===== config.mk =====
export PLATFORM = sky130hd
export DESIGN_NAME = ltt_engine
export DESIGN_NICKNAME = d
export VERILOG_FILES = /design/src/hdl/ltt_pkg.sv /design/src/hdl/ltt_engine.sv
export SDC_FILE = /design/constraint.sdc
export NUM_CORES = 1
export LEC_CHECK = 0
export BUFFER_PORTS_ARGS = -buffer_cell sky130_fd_sc_hd__buf_2
export CORE_AREA = 2 2 256 258
export DETAILED_ROUTE_END_ITERATION = 16
export DIE_AREA = 0 0 258 260
export PLACE_DENSITY_LB_ADDON = 0.15
export SLEW_MARGIN = 0
export SYNTH_ARGS = -nofsm -noshare
export SYNTH_HDL_FRONTEND = slang
export SYNTH_SLANG_ARGS = --single-unit

===== constraint.sdc =====
create_clock -name vclk -period 4.1
set_input_delay 0.41 -clock vclk [all_inputs]
set_output_delay 0.41 -clock vclk [all_outputs]
set_load 0.01 [all_outputs]

===== src/hdl/ltt_pkg.sv =====
// Lease token table package: field widths, codes, beat and slot structs.
// No dependencies; imported by every module of the block.
package ltt_pkg;

    localparam int CMD_W   = 2;
    localparam int ID_W    = 31;
    localparam int EPOCH_W = 32;
    localparam int CODE_W  = 5;
    localparam int MEDIA_W = 32;
    localparam int TOK_W   = 32;
    localparam int TIME_W  = 64;
    localparam int GEN_W   = 27;
    localparam int DUR_W   = 32;
    localparam int STAT_W  = 3;

    localparam logic [GEN_W-1:0] GEN_MAX   = 27'h7FF_FFFF;
    localparam logic [GEN_W-1:0] GEN_RESET = 27'd1;
    localparam logic [DUR_W-1:0] DURATION_RESET = 32'd30000;

    // APB: byte address, one 32-bit register at word 0
    localparam int  APB_ADDR_W = 3;
    localparam int  APB_DATA_W = 32;
    localparam logic REG_LEASE_DURATION = 1'b0;

    typedef enum logic [CMD_W-1:0] {
        CMD_ACQUIRE = 2'd0,
        CMD_RENEW   = 2'd1,
        CMD_RELEASE = 2'd2,
        CMD_CHECK   = 2'd3
    } t_cmd;

    typedef enum logic [STAT_W-1:0] {
        ST_OK      = 3'd0,
        ST_INVALID = 3'd1,
        ST_BUSY    = 3'd2,
        ST_DENIED  = 3'd3,
        ST_TIMEOUT = 3'd4
    } t_status;

    typedef struct packed {
        t_cmd               cmd;
        logic [ID_W-1:0]    owner_id;
        logic [EPOCH_W-1:0] owner_epoch;
        logic [CODE_W-1:0]  slot_index;
        logic [MEDIA_W-1:0] media_tag;
        logic [TOK_W-1:0]   lease_token;
        logic [TIME_W-1:0]  now_time;
    } t_in_item;

    typedef struct packed {
        t_status          status;
        logic             exhausted;
        logic [TOK_W-1:0] grant_token;
        logic             lease_ok;
    } t_out_item;

    typedef struct packed {
        logic               active;
        logic [ID_W-1:0]    holder_id;
        logic [EPOCH_W-1:0] holder_epoch;
        logic [MEDIA_W-1:0] holder_media;
        logic [GEN_W-1:0]   generation;
        logic [TIME_W-1:0]  expiry;
    } t_entry;

    localparam t_entry ENTRY_RESET = '{
        active: 1'b0, holder_id: '0, holder_epoch: '0, holder_media: '0,
        generation: GEN_RESET, expiry: '0
    };

    typedef struct packed {
        logic              we;
        logic [CODE_W-1:0] slot;
        t_entry            entry;
    } t_update;

endpackage


===== src/hdl/ltt_engine.sv =====
// Lease token table command logic: decode token, judge lease, build result/update.
// Depends on ltt_pkg; purely combinational.
module ltt_engine
    import ltt_pkg::*;
#(
    parameter int NUM_SLOTS = 31
) (
    input  logic              i_fire,
    input  t_in_item          i_item,
    input  logic [DUR_W-1:0]  i_duration,
    output logic [CODE_W-1:0] o_rd_slot,
    input  t_entry            i_entry,
    output t_out_item         o_result,
    output t_update           o_upd
);

    logic [CODE_W-1:0] code;
    logic [GEN_W-1:0]  tgen;
    logic              tok_ok;
    logic [CODE_W-1:0] tok_slot;
    logic              expired;
    logic [TIME_W:0]   sum;
    logic [TIME_W-1:0] deadline;
    logic              ids_zero;
    logic              owner_match;
    logic              media_match;
    logic              acq_slot_ok;
    logic [GEN_W-1:0]  gen_next;
    logic              wr;

    assign code     = i_item.lease_token[CODE_W-1:0];
    assign tgen     = i_item.lease_token[TOK_W-1:CODE_W];
    assign tok_ok   = (code != '0) && (code <= CODE_W'(NUM_SLOTS)) && (tgen != '0);
    assign tok_slot = code - CODE_W'(1);

    assign o_rd_slot = (i_item.cmd == CMD_ACQUIRE) ? i_item.slot_index : tok_slot;

    assign expired = (i_entry.expiry == '0) || (i_item.now_time >= i_entry.expiry);

    // deadline saturates at all ones on carry out
    assign sum      = {1'b0, i_item.now_time} + (TIME_W+1)'(i_duration);
    assign deadline = sum[TIME_W] ? '1 : sum[TIME_W-1:0];

    assign ids_zero = (i_item.owner_id == '0) || (i_item.owner_epoch == '0)
                   || (i_item.media_tag == '0);
    assign owner_match = (i_entry.generation == tgen)
                      && (i_entry.holder_id == i_item.owner_id)
                      && (i_entry.holder_epoch == i_item.owner_epoch);
    assign media_match = (i_entry.holder_media == i_item.media_tag);
    assign acq_slot_ok = (i_item.slot_index < CODE_W'(NUM_SLOTS));
    assign gen_next    = i_entry.generation + GEN_W'(1);

    always_comb begin
        o_result       = '0;
        o_result.status = ST_OK;
        wr             = 1'b0;
        o_upd.slot     = o_rd_slot;
        o_upd.entry    = i_entry;

        unique case (i_item.cmd)
            CMD_ACQUIRE: begin
                if (ids_zero || !acq_slot_ok) begin
                    o_result.status = ST_INVALID;
                end else if (i_entry.active && !expired) begin
                    o_result.status = ST_BUSY;
                end else if (i_entry.generation >= GEN_MAX) begin
                    o_result.status    = ST_TIMEOUT;
                    o_result.exhausted = 1'b1;
                end else begin
                    wr = 1'b1;
                    o_upd.entry.active       = 1'b1;
                    o_upd.entry.generation   = gen_next;
                    o_upd.entry.holder_id    = i_item.owner_id;
                    o_upd.entry.holder_epoch = i_item.owner_epoch;
                    o_upd.entry.holder_media = i_item.media_tag;
                    o_upd.entry.expiry       = deadline;
                    o_result.grant_token = {gen_next, i_item.slot_index + CODE_W'(1)};
                end
            end
            CMD_RENEW: begin
                if (ids_zero || !tok_ok) begin
                    o_result.status = ST_INVALID;
                end else if (!i_entry.active || !owner_match || !media_match) begin
                    o_result.status = ST_DENIED;
                end else if (expired) begin
                    o_result.status = ST_TIMEOUT;
                end else begin
                    wr = 1'b1;
                    o_upd.entry.expiry = deadline;
                end
            end
            CMD_RELEASE: begin
                if (!tok_ok) begin
                    o_result.status = ST_INVALID;
                end else if (!i_entry.active) begin
                    o_result.status = ST_OK;
                end else if (!owner_match) begin
                    o_result.status = ST_DENIED;
                end else begin
                    // generation survives the release
                    wr = 1'b1;
                    o_upd.entry.active       = 1'b0;
                    o_upd.entry.holder_id    = '0;
                    o_upd.entry.holder_epoch = '0;
                    o_upd.entry.holder_media = '0;
                    o_upd.entry.expiry       = '0;
                end
            end
            CMD_CHECK: begin
                o_result.lease_ok = tok_ok && i_entry.active && owner_match
                                 && media_match && !expired;
            end
            default: begin
                o_result.status = ST_INVALID;
            end
        endcase

        o_upd.we = i_fire && wr;
    end

endmodule


==> impl_metrics.ini <==
[outcome]
status = completed

[final_layout]
seq_cell_count = 0
nNetsFinal = 2671
layout-drive-gt1-share = 0.392
final-seq-area_um2 = 0
utilization = 0.241
instances_no_fill = 3008
syn_to_final_growth_pct = 55.5
clockBufferCount = 0

[synthesis]
synthMuxAreaShare = 0.00201
synth-simple-area-share = 0.271
syn-cell-area_um2 = 9940
synth_area_leader_cell = ha_1
synthXorXnorAreaFrac = 0.189
yosysWarnings = 0
synth-adder-area-share = 0.129
ys_top_cells_by_area = ha_1 13%, xnor2_1 9.5%, xor2_1 9.3%, a22o_1 9.2%, nand2_1 5.5%
synth.most_common_cell = nand2_1
synth_compound_area_frac = 0.325
synth_top_family_by_area = compound AO/OA/AOI/OAI gates
synth_cells = 1465
avgSynthCellArea_um2 = 6.78
synth_seq_area_share = 0
synth_top_area_frac = 0.127
yosys.cell_types.count = 84
syn-num-nets = 1985
synth_common_cells = 145 x nand2_1, 108 x xnor2_1, 105 x xor2_1

[worst_hold_path]
holdPathStages = 4
hp-start = i_fire
hp-class = input pin to output pin
whs_endpoint = o_upd[192]

[global_route]
grt_max_degree = 45
grt_usage = 0.212
grt_pass1_wl_um = 105000
antenna_found_initial = 9
overflow = 0
grt_pass1_vias = 14559

[sta]
max-slew-margin-rel = 0.134
layout_min_cycle_time_ns = 4.03
rsz0062_at_grt = yes
setup_viol = 0
slew_viol_final = 0
worstMarginPinSlew_ns = 1.30
finalCritPeriodShare = 0.983
hold_violations = 0
max_freq_mhz = 248

[power]
ir_drop_mv = 0.0477
power.switching_mw = 1.23
comb_power_share = 1.000
p_clk_frac = 0
power_frac_seq = 0
intPower_uw = 866
power.leakage_nw = 7.70
p_per_area_nw_per_um2 = 135
swShare = 0.586

[floorplan]
rows = 93
initial_utilization = 0.155
ios = 653
fp.dieArea_um2 = 67100
die_h_um = 260
core-area_um2 = 64100
fp.dieW_um = 258

[worst_setup_path]
cp_max_fo = 8
max_stage_delay_ns = 0.49
cp_num_buf_inv = 7
path_delay_family = compound AO/OA/AOI/OAI gates
cp-end-kind = output pin
crit_start = i_entry[0]
crit_top_cell = buf_6
arrival_ns = 3.62
path_class = input pin to output pin
path_cells = buf_12 -> ha_4 -> nand2b_4 -> a2111o_1 -> a311oi_2 -> o21ai_2 -> a41oi_2 -> buf_4 -> buf_6 -> and3_4 -> a22oi_2 -> buf_6 -> buf_12 -> buf_6 -> a211oi_2 -> a21o_1 -> buf_2
cpMaxStageDelayCell = a2111o_1
startpoint_type = input pin
crit_required_ns = 3.69

[drt]
drt-total-wl_um = 76100
post_drt_via_cell_ratio = 4.79
m1WireLength_um = 36000
wl_per_cell_um = 25.3
num_vias = 14418
wl_met2_um = 34200
dr.pass1.iters = 5
drc = 0
drtIter0Drc = 1130
wl_met3_um = 4960
drt.antenna.violating_nets = 0
routed.top_layer = met5

[placement]
dp_hpwl_um = 65700
globalplace.congestion = 1.04
dp_cells = 2981
numPortBuffers = 653

[cts]
ctsHoldBuffers = 0

[flow_run]
cap_violations = 0
==> cells by family after synthesis <==
logic type                 count (synthesis)
buffers and inverters                    182
adders and majority gates                102
xor gates and xnor gates                 214
muxes                                      2
AOI/OAI and AO/OA                        444
and+or+nand+nor                          521
==> cell usage in the layout (no fill, tap or decap), drive strengths merged, types with 28 or more instances in the layout <==
master	n
buf	758
nand2	145
xnor2	109
xor2	105
a22o	104
ha	101
nor2	100
inv	95
a21oi	89
nor4	78
a21o	63
o21ai	62
nand4	53
nand3	39
nor3	28
==> layout make-up <==
class / count / area [um2]
fill: 7356 / 48700
multi-input combinational: 1284 / 9410
timing repair buffer: 770 / 4610
tap: 855 / 1070
inverter: 95 / 357
antenna: 4 / 10.0
==> worst max-delay path by stage <==
stage                  to  slack, ns  cells past startpoint
3_3_place_gp    o_upd[42]      -0.41                     13
4_1_cts        o_upd[144]      -0.06                     15
5_1_grt         o_upd[40]      -0.04                     17
6_report        o_upd[40]       0.07                     17
3_5_place_dp    o_upd[42]      -0.41                     13
2_1_floorplan   o_upd[42]       0.68                     12
==> through the flow <==
step	setup slack [ns]	area (um2)	hold WS [ns]	power (mW)	TNS [ns]
after floorplan	0.682	9940	0.868	0.974	0
after global placement	-0.412	14800	1.12	1.99	-37.79
after global routing	-0.0438	15500	1.14	2.26	-0.249
final	0.0677	15500	1.12	2.09	0
after CTS	-0.0561	15000	1.13	2.03	-0.858
after detailed placement	-0.412	14800	1.13	1.97	-38.37
==> routing by layer <==
metal  track usage  vias to the layer above
met3        0.0359                       44
met4        0.0209                        4
met2         0.344                      567
met5             0                        -
li1              -                     6819
met1         0.302                     6984
==> timing repair <==
action	CTS	global route
endpoints found under the hold margin	0	0
gates resized for setup	19	65
setup endpoints to repair	177	158
pin swaps	4	18
buffers inserted	4	11
gates cloned	4	4
==> power groups by stage <==
| stage | Combinational, mW | Clock (mW) | Sequential [mW] |
|---|---|---|---|
| after floorplan | 0.974 | 0 | 0 |
| after global placement | 1.99 | 0 | 0 |
| after detailed placement | 1.97 | 0 | 0 |
| after CTS | 2.03 | 0 | 0 |
| after global routing | 2.26 | 0.000000130 | 0 |
| final | 2.09 | 0.000000131 | 0 |
Power figures use the tool's default switching activity.
