$ cat src/hdl/ltt_pkg.sv
// Lease token table package: field widths, codes, beat and slot structs.
// No dependencies; imported by every module of the block.
package ltt_pkg;

    localparam int CMD_W   = 2;
    localparam int ID_W    = 31;
    localparam int EPOCH_W = 32;
    localparam int CODE_W  = 5;
    localparam int MEDIA_W = 32;
    localparam int TOK_W   = 32;
    localparam int TIME_W  = 64;
    localparam int GEN_W   = 27;
    localparam int DUR_W   = 32;
    localparam int STAT_W  = 3;

    localparam logic [GEN_W-1:0] GEN_MAX   = 27'h7FF_FFFF;
    localparam logic [GEN_W-1:0] GEN_RESET = 27'd1;
    localparam logic [DUR_W-1:0] DURATION_RESET = 32'd30000;

    // APB: byte address, one 32-bit register at word 0
    localparam int  APB_ADDR_W = 3;
    localparam int  APB_DATA_W = 32;
    localparam logic REG_LEASE_DURATION = 1'b0;

    typedef enum logic [CMD_W-1:0] {
        CMD_ACQUIRE = 2'd0,
        CMD_RENEW   = 2'd1,
        CMD_RELEASE = 2'd2,
        CMD_CHECK   = 2'd3
    } t_cmd;

    typedef enum logic [STAT_W-1:0] {
        ST_OK      = 3'd0,
        ST_INVALID = 3'd1,
        ST_BUSY    = 3'd2,
        ST_DENIED  = 3'd3,
        ST_TIMEOUT = 3'd4
    } t_status;

    typedef struct packed {
        t_cmd               cmd;
        logic [ID_W-1:0]    owner_id;
        logic [EPOCH_W-1:0] owner_epoch;
        logic [CODE_W-1:0]  slot_index;
        logic [MEDIA_W-1:0] media_tag;
        logic [TOK_W-1:0]   lease_token;
        logic [TIME_W-1:0]  now_time;
    } t_in_item;

    typedef struct packed {
        t_status          status;
        logic             exhausted;
        logic [TOK_W-1:0] grant_token;
        logic             lease_ok;
    } t_out_item;

    typedef struct packed {
        logic               active;
        logic [ID_W-1:0]    holder_id;
        logic [EPOCH_W-1:0] holder_epoch;
        logic [MEDIA_W-1:0] holder_media;
        logic [GEN_W-1:0]   generation;
        logic [TIME_W-1:0]  expiry;
    } t_entry;

    localparam t_entry ENTRY_RESET = '{
        active: 1'b0, holder_id: '0, holder_epoch: '0, holder_media: '0,
        generation: GEN_RESET, expiry: '0
    };

    typedef struct packed {
        logic              we;
        logic [CODE_W-1:0] slot;
        t_entry            entry;
    } t_update;

endpackage

$ cat src/hdl/ltt_regs.sv
// Lease token table configuration registers behind an APB-style port.
// Depends on ltt_pkg.
module ltt_regs
    import ltt_pkg::*;
(
    input  logic                  i_clk,
    input  logic                  i_rst_n,
    input  logic                  psel,
    input  logic                  penable,
    input  logic                  pwrite,
    input  logic [APB_ADDR_W-1:0] paddr,
    input  logic [APB_DATA_W-1:0] pwdata,
    output logic [APB_DATA_W-1:0] prdata,
    output logic                  pready,
    output logic [DUR_W-1:0]      o_duration
);

    logic [DUR_W-1:0] r_duration;
    logic             wr_hit;

    // word index is paddr[2]; byte-lane bits are ignored
    assign wr_hit = psel && penable && pwrite && (paddr[2] == REG_LEASE_DURATION);

    always_ff @(posedge i_clk) begin
        if (!i_rst_n) begin
            r_duration <= DURATION_RESET;
        end else if (wr_hit) begin
            r_duration <= pwdata[DUR_W-1:0];
        end
    end

    always_comb begin
        prdata = '0;
        if (paddr[2] == REG_LEASE_DURATION) begin
            prdata = APB_DATA_W'(r_duration);
        end
    end

    assign pready     = 1'b1;
    assign o_duration = r_duration;

endmodule

$ cat config.mk
export PLATFORM = sky130hd
export DESIGN_NAME = ltt_regs
export DESIGN_NICKNAME = d
export VERILOG_FILES = /design/src/hdl/ltt_pkg.sv /design/src/hdl/ltt_regs.sv
export SDC_FILE = /design/constraint.sdc
export NUM_CORES = 1
export LEC_CHECK = 0
export BUFFER_PORTS_ARGS = -buffer_cell sky130_fd_sc_hd__buf_2
export CORE_MARGIN = 1.5
export CORE_UTILIZATION = 25
export DETAILED_ROUTE_END_ITERATION = 12
export GPL_TIMING_DRIVEN = 0
export HOLD_SLACK_MARGIN = 0.1
export MAX_ROUTING_LAYER = met4
export PLACE_DENSITY = 0.54
export SLEW_MARGIN = 20
export SYNTH_ARGS = -nofsm -noshare
export SYNTH_HDL_FRONTEND = slang
export SYNTH_SLANG_ARGS = --single-unit
$ cat constraint.sdc
create_clock -name i_clk -period 1.6 [get_ports i_clk]
set_input_delay 0.32 -clock i_clk [delete_from_list [all_inputs] [get_ports i_clk]]
set_output_delay 0.32 -clock i_clk [all_outputs]
set_load 0.05 [all_outputs]
==> results.yml, run 1 <==
hold_path:
  worstHoldStart: "pwdata[24]"
  hold_depth: 3
  min_path_type: "primary input to register"
timing:
  period_needed_ns: 1.48
  period_share_pct: 92.8
  report.final.slew_viol_count: 0
  finalSetupViolCount: 0
  finClkSkew_ns: 0
  whs_ns: 0.279
  hold_viol: 0
  rsz0062_at_grt: "false"
  fmax_mhz: 674
cts:
  cts_tree: "done"
  cts_root_buf: "clkbuf_8"
  worstSkewPairLatency_ns: 0.27
  cts.clk_slew.worst_paths_ns: 0.07
  numClockSinks: 32
  numCtsBuffers: 5
  clk_path_buf_depth: 2
  h-tree-depth: 2
final_layout:
  diodes: 0
  regArea_um2: 641
  postLayoutCellArea_mm2: 0.00234
  layout_commonest_cell: "buf_2"
  synthToLayoutAreaGrowth_pct: 48.5
  nFillCells: 655
  largest_reg_flops: 32
  mostFrequentLayoutCells: "buf_2 (101), nand2_1 (50), mux2i_1 (32), dfxtp_1 (32), nor2b_2 (30)"
  nets: 324
  final_layout_size_suffix_gt1_share_pct: 51.6
  multi_input_area_um2: 890
routing:
  firstDrtPassIters: 3
  drc: 0
  wirelength_mm: 4.27
  num_vias: 1495
  wire_per_inst_um: 11.9
  antenna_left: 0
  drtIter0Drc: 42
  detail_route.vias_per_cell: 4.15
power_and_ir_drop:
  ir_drop_mv: 0.340
  power_density_mw_per_mm2: 777
  p_total_w: 0.00182
  p_leak_nw: 1.10
critical_path:
  cp_slowest_cell: "clkbuf_2"
  reg2reg_from: "o_duration[12]"
  crit_family: "buffers and inverters"
  cpPeakStageDelay_ns: 0.27
  critical_path_depth: 4
  setup.worst_path.start: "paddr[2]"
  reg2regPathDepth: 2
  cp_cell_sequence: "buf_2, clkbuf_2, nor2b_2, buf_2"
  cp.required_ns: 1.28
  startpoint_type: "primary input"
  worstSetupPathType: "primary input to output port"
  crit_buf_inv: 3
  cpMostUsedCell: "buf_2"
  critPathCaptureType: "output port"
  cp.arrival_ns: 1.16
  cp_max_fo: 10
synthesis:
  synthCells: 177
  yosysSeqAreaShare_pct: 40.7
  ys_types: 12
  syn-num-nets: 217
  yosys_warnings: 0
  avgSynthCellArea_um2: 8.89
  netlist_area_mm2: 0.00157
  synth_seq_cells: 32
place:
  gp_congestion: 0.670
  dp_hpwl_mm: 3.21
  io_buffers: 100
  place_area_mm2: 0.00224
global_routing:
  grt_pass1_wl_mm: 6.43
  grt_start_max_net_pins: 11
  grt-ovfl-total: 0
  grt_pass1_vias: 1285
  track_usage_pct: 13.1
  antenna_found_initial: 0
floorplanning:
  dieHeight_um: 82.3
  core_mm2: 0.00599
  die-area_mm2: 0.00678
  initial_utilization_pct: 26.3
  die_x_um: 82.3
  io_pins: 105
  rows: 28
run:
  maxCapViolCount: 0
status:
  outcome: "complete, no violations"
-- tightest hold or removal path: stages --
cell     delay (ns)
buf_2          0.09
nand2_1        0.04
mux2i_1        0.05
-- where the power goes --
group | total [W] | leakage [nW] | internal (W) | switching (W)
Combinational | 0.000350 | 0.792 | 0.000114 | 0.000236
Sequential | 0.000826 | 0.259 | 0.000814 | 0.0000112
Clock | 0.000639 | 0.0455 | 0.000351 | 0.000288
-- logic make-up (layout without fill, tap and decap cells) --
| group | count (synthesis) | count (layout) | synth area share (%) |
|---|---|---|---|
| flip-flops | 32 | 32 | 40.7 |
| other | 1 | 1 | 0.238 |
| buffers and inverters | 15 | 123 | 7.48 |
| multiplexers | 32 | 32 | 20.4 |
| AND/OR/NAND/NOR | 97 | 97 | 31.2 |
-- layout make-up --
cell class,count,area share (%)
Sequential cell,32,27.4
Timing Repair Buffer,100,21.4
Multi-Input combinational cell,130,38.1
Clock buffer,8,3.86
Tap cell,75,4.02
Buffer,15,5.20
-- cells in the mapped netlist (all sizes together) --
cell	count	share of area (%)
and2b	2	1.1
and4b	1	0.64
buf	6	5.3
clkbuf	9	2.1
conb	1	0.24
dfxtp	32	41
mux2i	32	20
nand2	50	12
nor2b	44	18
-- timing repair --
| item | 4_1_cts | 5_1_grt |
|---|---|---|
| resized for setup | 3 | 0 |
| hold buffers | 0 | 0 |
| setup endpoints to repair | 30 | 0 |
| buffers inserted | 0 | 0 |
-- layer usage --
metal / part of all wire [%] / vias to the layer above / track usage, %
met5: 0 / - / -
met4: 1.0 / 0 / 4.58
met3: 7.3 / 5 / 3.19
met2: 46 / 60 / 20.3
met1: 46 / 657 / 16.5
li1: - / 773 / -
-- stage by stage --
| stage | TNS, ns | instances | utilization [%] | setup slack (ns) |
|---|---|---|---|---|
| global placement | -2.65 | 352 | 37.4 | -0.145 |
| global route | 0 | 360 | 39.0 | 0.0448 |
| finish | 0 | 360 | 39.0 | 0.116 |
| detailed placement | -2.84 | 352 | 37.4 | -0.144 |
| CTS | 0 | 360 | 39.0 | 0.0940 |
| floorplan | 0 | 177 | - | 0.0912 |
-- path summary, 6_finish.rpt --
path                    end  slack [ns]
max reg2reg  o_duration[12]        0.98
min          o_duration[24]        0.28
min reg2reg  o_duration[23]        0.47
max              prdata[28]        0.12
Power figures use the tool's default switching activity.
==> run 2, diff against run 1 <==
--- a/config.mk
+++ b/config.mk
@@ -6,13 +6,12 @@
 export NUM_CORES = 1
 export LEC_CHECK = 0
 export BUFFER_PORTS_ARGS = -buffer_cell sky130_fd_sc_hd__buf_2
-export CORE_MARGIN = 1.5
+export CAP_MARGIN = 20
 export CORE_UTILIZATION = 25
 export DETAILED_ROUTE_END_ITERATION = 12
 export GPL_TIMING_DRIVEN = 0
 export HOLD_SLACK_MARGIN = 0.1
 export MAX_ROUTING_LAYER = met4
-export PLACE_DENSITY = 0.54
 export SLEW_MARGIN = 20
 export SYNTH_ARGS = -nofsm -noshare
 export SYNTH_HDL_FRONTEND = slang
==> results.yml, run 2 (synthesis results as in run 1) <==
status:
  outcome: "complete, no violations"
run:
  maxCapViolCount: 0
place:
  dp_hpwl_mm: 3.14
  gp_congestion: 0.699
  placed_cells: 352
  place_area_mm2: 0.00224
  io_buffers: 100
global_routing:
  grt_start_max_net_pins: 11
  track_usage_pct: 13.4
  grt_pass1_wl_mm: 6.39
  grt_pass1_vias: 1324
  grt-ovfl-total: 0
  antenna_found_initial: 0
routing:
  firstDrtPassIters: 3
  drtIter0Drc: 48
  num_vias: 1461
  antenna_left: 0
  highest_layer: "met4"
  drc: 0
  detail_route.vias_per_cell: 4.06
  wire_per_inst_um: 11.9
  wl_met3_um: 270
  wl_met2_mm: 2.01
  wirelength_mm: 4.27
  wl_met1_mm: 1.96
critical_path:
  crit_buf_inv: 3
  cp_slowest_cell: "buf_2"
  worst_r2r_endpoint: "o_duration[9]"
  startpoint_type: "primary input"
  cpMostUsedCell: "buf_2"
  critPathCaptureType: "output port"
  reg2reg_from: "o_duration[9]"
  cp_max_fo: 10
  crit_family: "buffers and inverters"
  cp.required_ns: 1.28
  critical_path_depth: 4
  cp_cell_sequence: "buf_2, clkbuf_2, nor2b_2, buf_2"
  cpPeakStageDelay_ns: 0.28
  worstSetupPathType: "primary input to output port"
  reg2regPathDepth: 2
  rrSetupSlack_ns: 0.97
  cp.arrival_ns: 1.17
timing:
  rsz0062_at_grt: "false"
  setup_tns_ns: 0
  finalSetupViolCount: 0
  period_needed_ns: 1.49
  hold_viol: 0
  period_share_pct: 93.0
  finClkSkew_ns: 0
  whs_ns: 0.278
  report.final.slew_viol_count: 0
  fmax_mhz: 672
final_layout:
  final_layout_size_suffix_gt1_share_pct: 52.3
  fin_util_pct: 39.0
  largest_reg_flops: 32
  nets: 324
  synthToLayoutAreaGrowth_pct: 48.7
  mostFrequentLayoutCells: "buf_2 (101), nand2_1 (50), mux2i_1 (32), dfxtp_1 (32), nor2b_2 (30)"
  layout_commonest_cell: "buf_2"
  diodes: 0
  instances_no_fill: 360
  postLayoutCellArea_mm2: 0.00234
power_and_ir_drop:
  power_frac_comb_pct: 19.2
  ir_drop_mv: 0.361
  p_seq_share_pct: 45.2
  p_sw_share_pct: 30.3
  clockPowerShare_pct: 35.5
  internal_power_w: 0.00127
  power_density_mw_per_mm2: 781
  p_leak_nw: 1.10
  switching_power_w: 0.000554
cts:
  cts_root_buf: "clkbuf_8"
  cts.clk_slew.worst_paths_ns: 0.07
  worstSkewPairLatency_ns: 0.28
  numClockSinks: 32
  numCtsBuffers: 5
  h-tree-depth: 2
  clk_path_buf_depth: 2
  cts_tree: "done"
floorplanning:
  rows: 28
  core_mm2: 0.00599
  die_x_um: 81.3
  io_pins: 105
  dieHeight_um: 81.3
  die-area_mm2: 0.00661
  initial_utilization_pct: 26.3
hold_path:
  min_path_type: "primary input to register"
  worstHoldStart: "pwdata[28]"
  whs_endpoint: "o_duration[28]"
  hold_depth: 3
==> run 2: cell count changes in the layout (fill, tap and decap cells not counted), sizes merged <==
cell and delta:
clkbuf -2, clkinv +2
==> run 2: cell type report <==
type                    instances  area, um2
plain buffers                  15        121
clock buffers                   6       82.6
clock inverters                 2       10.0
fillers                       637       3650
multi-input cells             130        890
flip-flops and latches         32        641
well taps                      75       93.8
repair buffers                100        500
==> run 2: worst max-delay path by stage <==
stage	startpoint	to	slack, ns
after floorplan	o_duration[10]	prdata[10]	0.09
after global placement	paddr[2]	prdata[6]	-0.15
after detailed placement	paddr[2]	prdata[6]	-0.15
after CTS	paddr[2]	prdata[6]	0.09
after global routing	paddr[2]	prdata[6]	0.05
final	paddr[2]	prdata[6]	0.11
==> run 2: worst register-to-register path: stages (launching register included) <==
cell	delay, ns
dfxtp_1	0.34
nand2_1	0.06
mux2i_1	0.15
==> run 2: power by group through the flow <==
| stage | combinational, W | sequential (W) | clock, W |
|---|---|---|---|
| floorplan | 0.000188 | 0.000904 | 0 |
| global placement | 0.000354 | 0.000843 | 0 |
| detailed placement | 0.000356 | 0.000844 | 0 |
| CTS | 0.000358 | 0.000826 | 0.000675 |
| global route | 0.000376 | 0.000828 | 0.000724 |
| finish | 0.000351 | 0.000825 | 0.000649 |
==> run 2: metrics by stage <==
stage	total power, W	setup WS, ns
floorplan	0.00109	0.0912
global placement	0.00120	-0.152
detailed placement	0.00120	-0.147
CTS	0.00186	0.0853
global route	0.00193	0.0503
finish	0.00183	0.112
==> run 2: routing by layer <==
metal | track usage, % | vias to the layer above
met5 | - | -
met4 | 3.75 | 0
met3 | 4.94 | 4
met2 | 21.8 | 59
met1 | 15.4 | 631
li1 | - | 767
==> run 2: timing repair <==
| action | in CTS | in global routing |
|---|---|---|
| hold buffers | 0 | 0 |
| setup endpoints to repair | 30 | 0 |
| setup buffers | 0 | 0 |
| gates resized for setup | 3 | 0 |
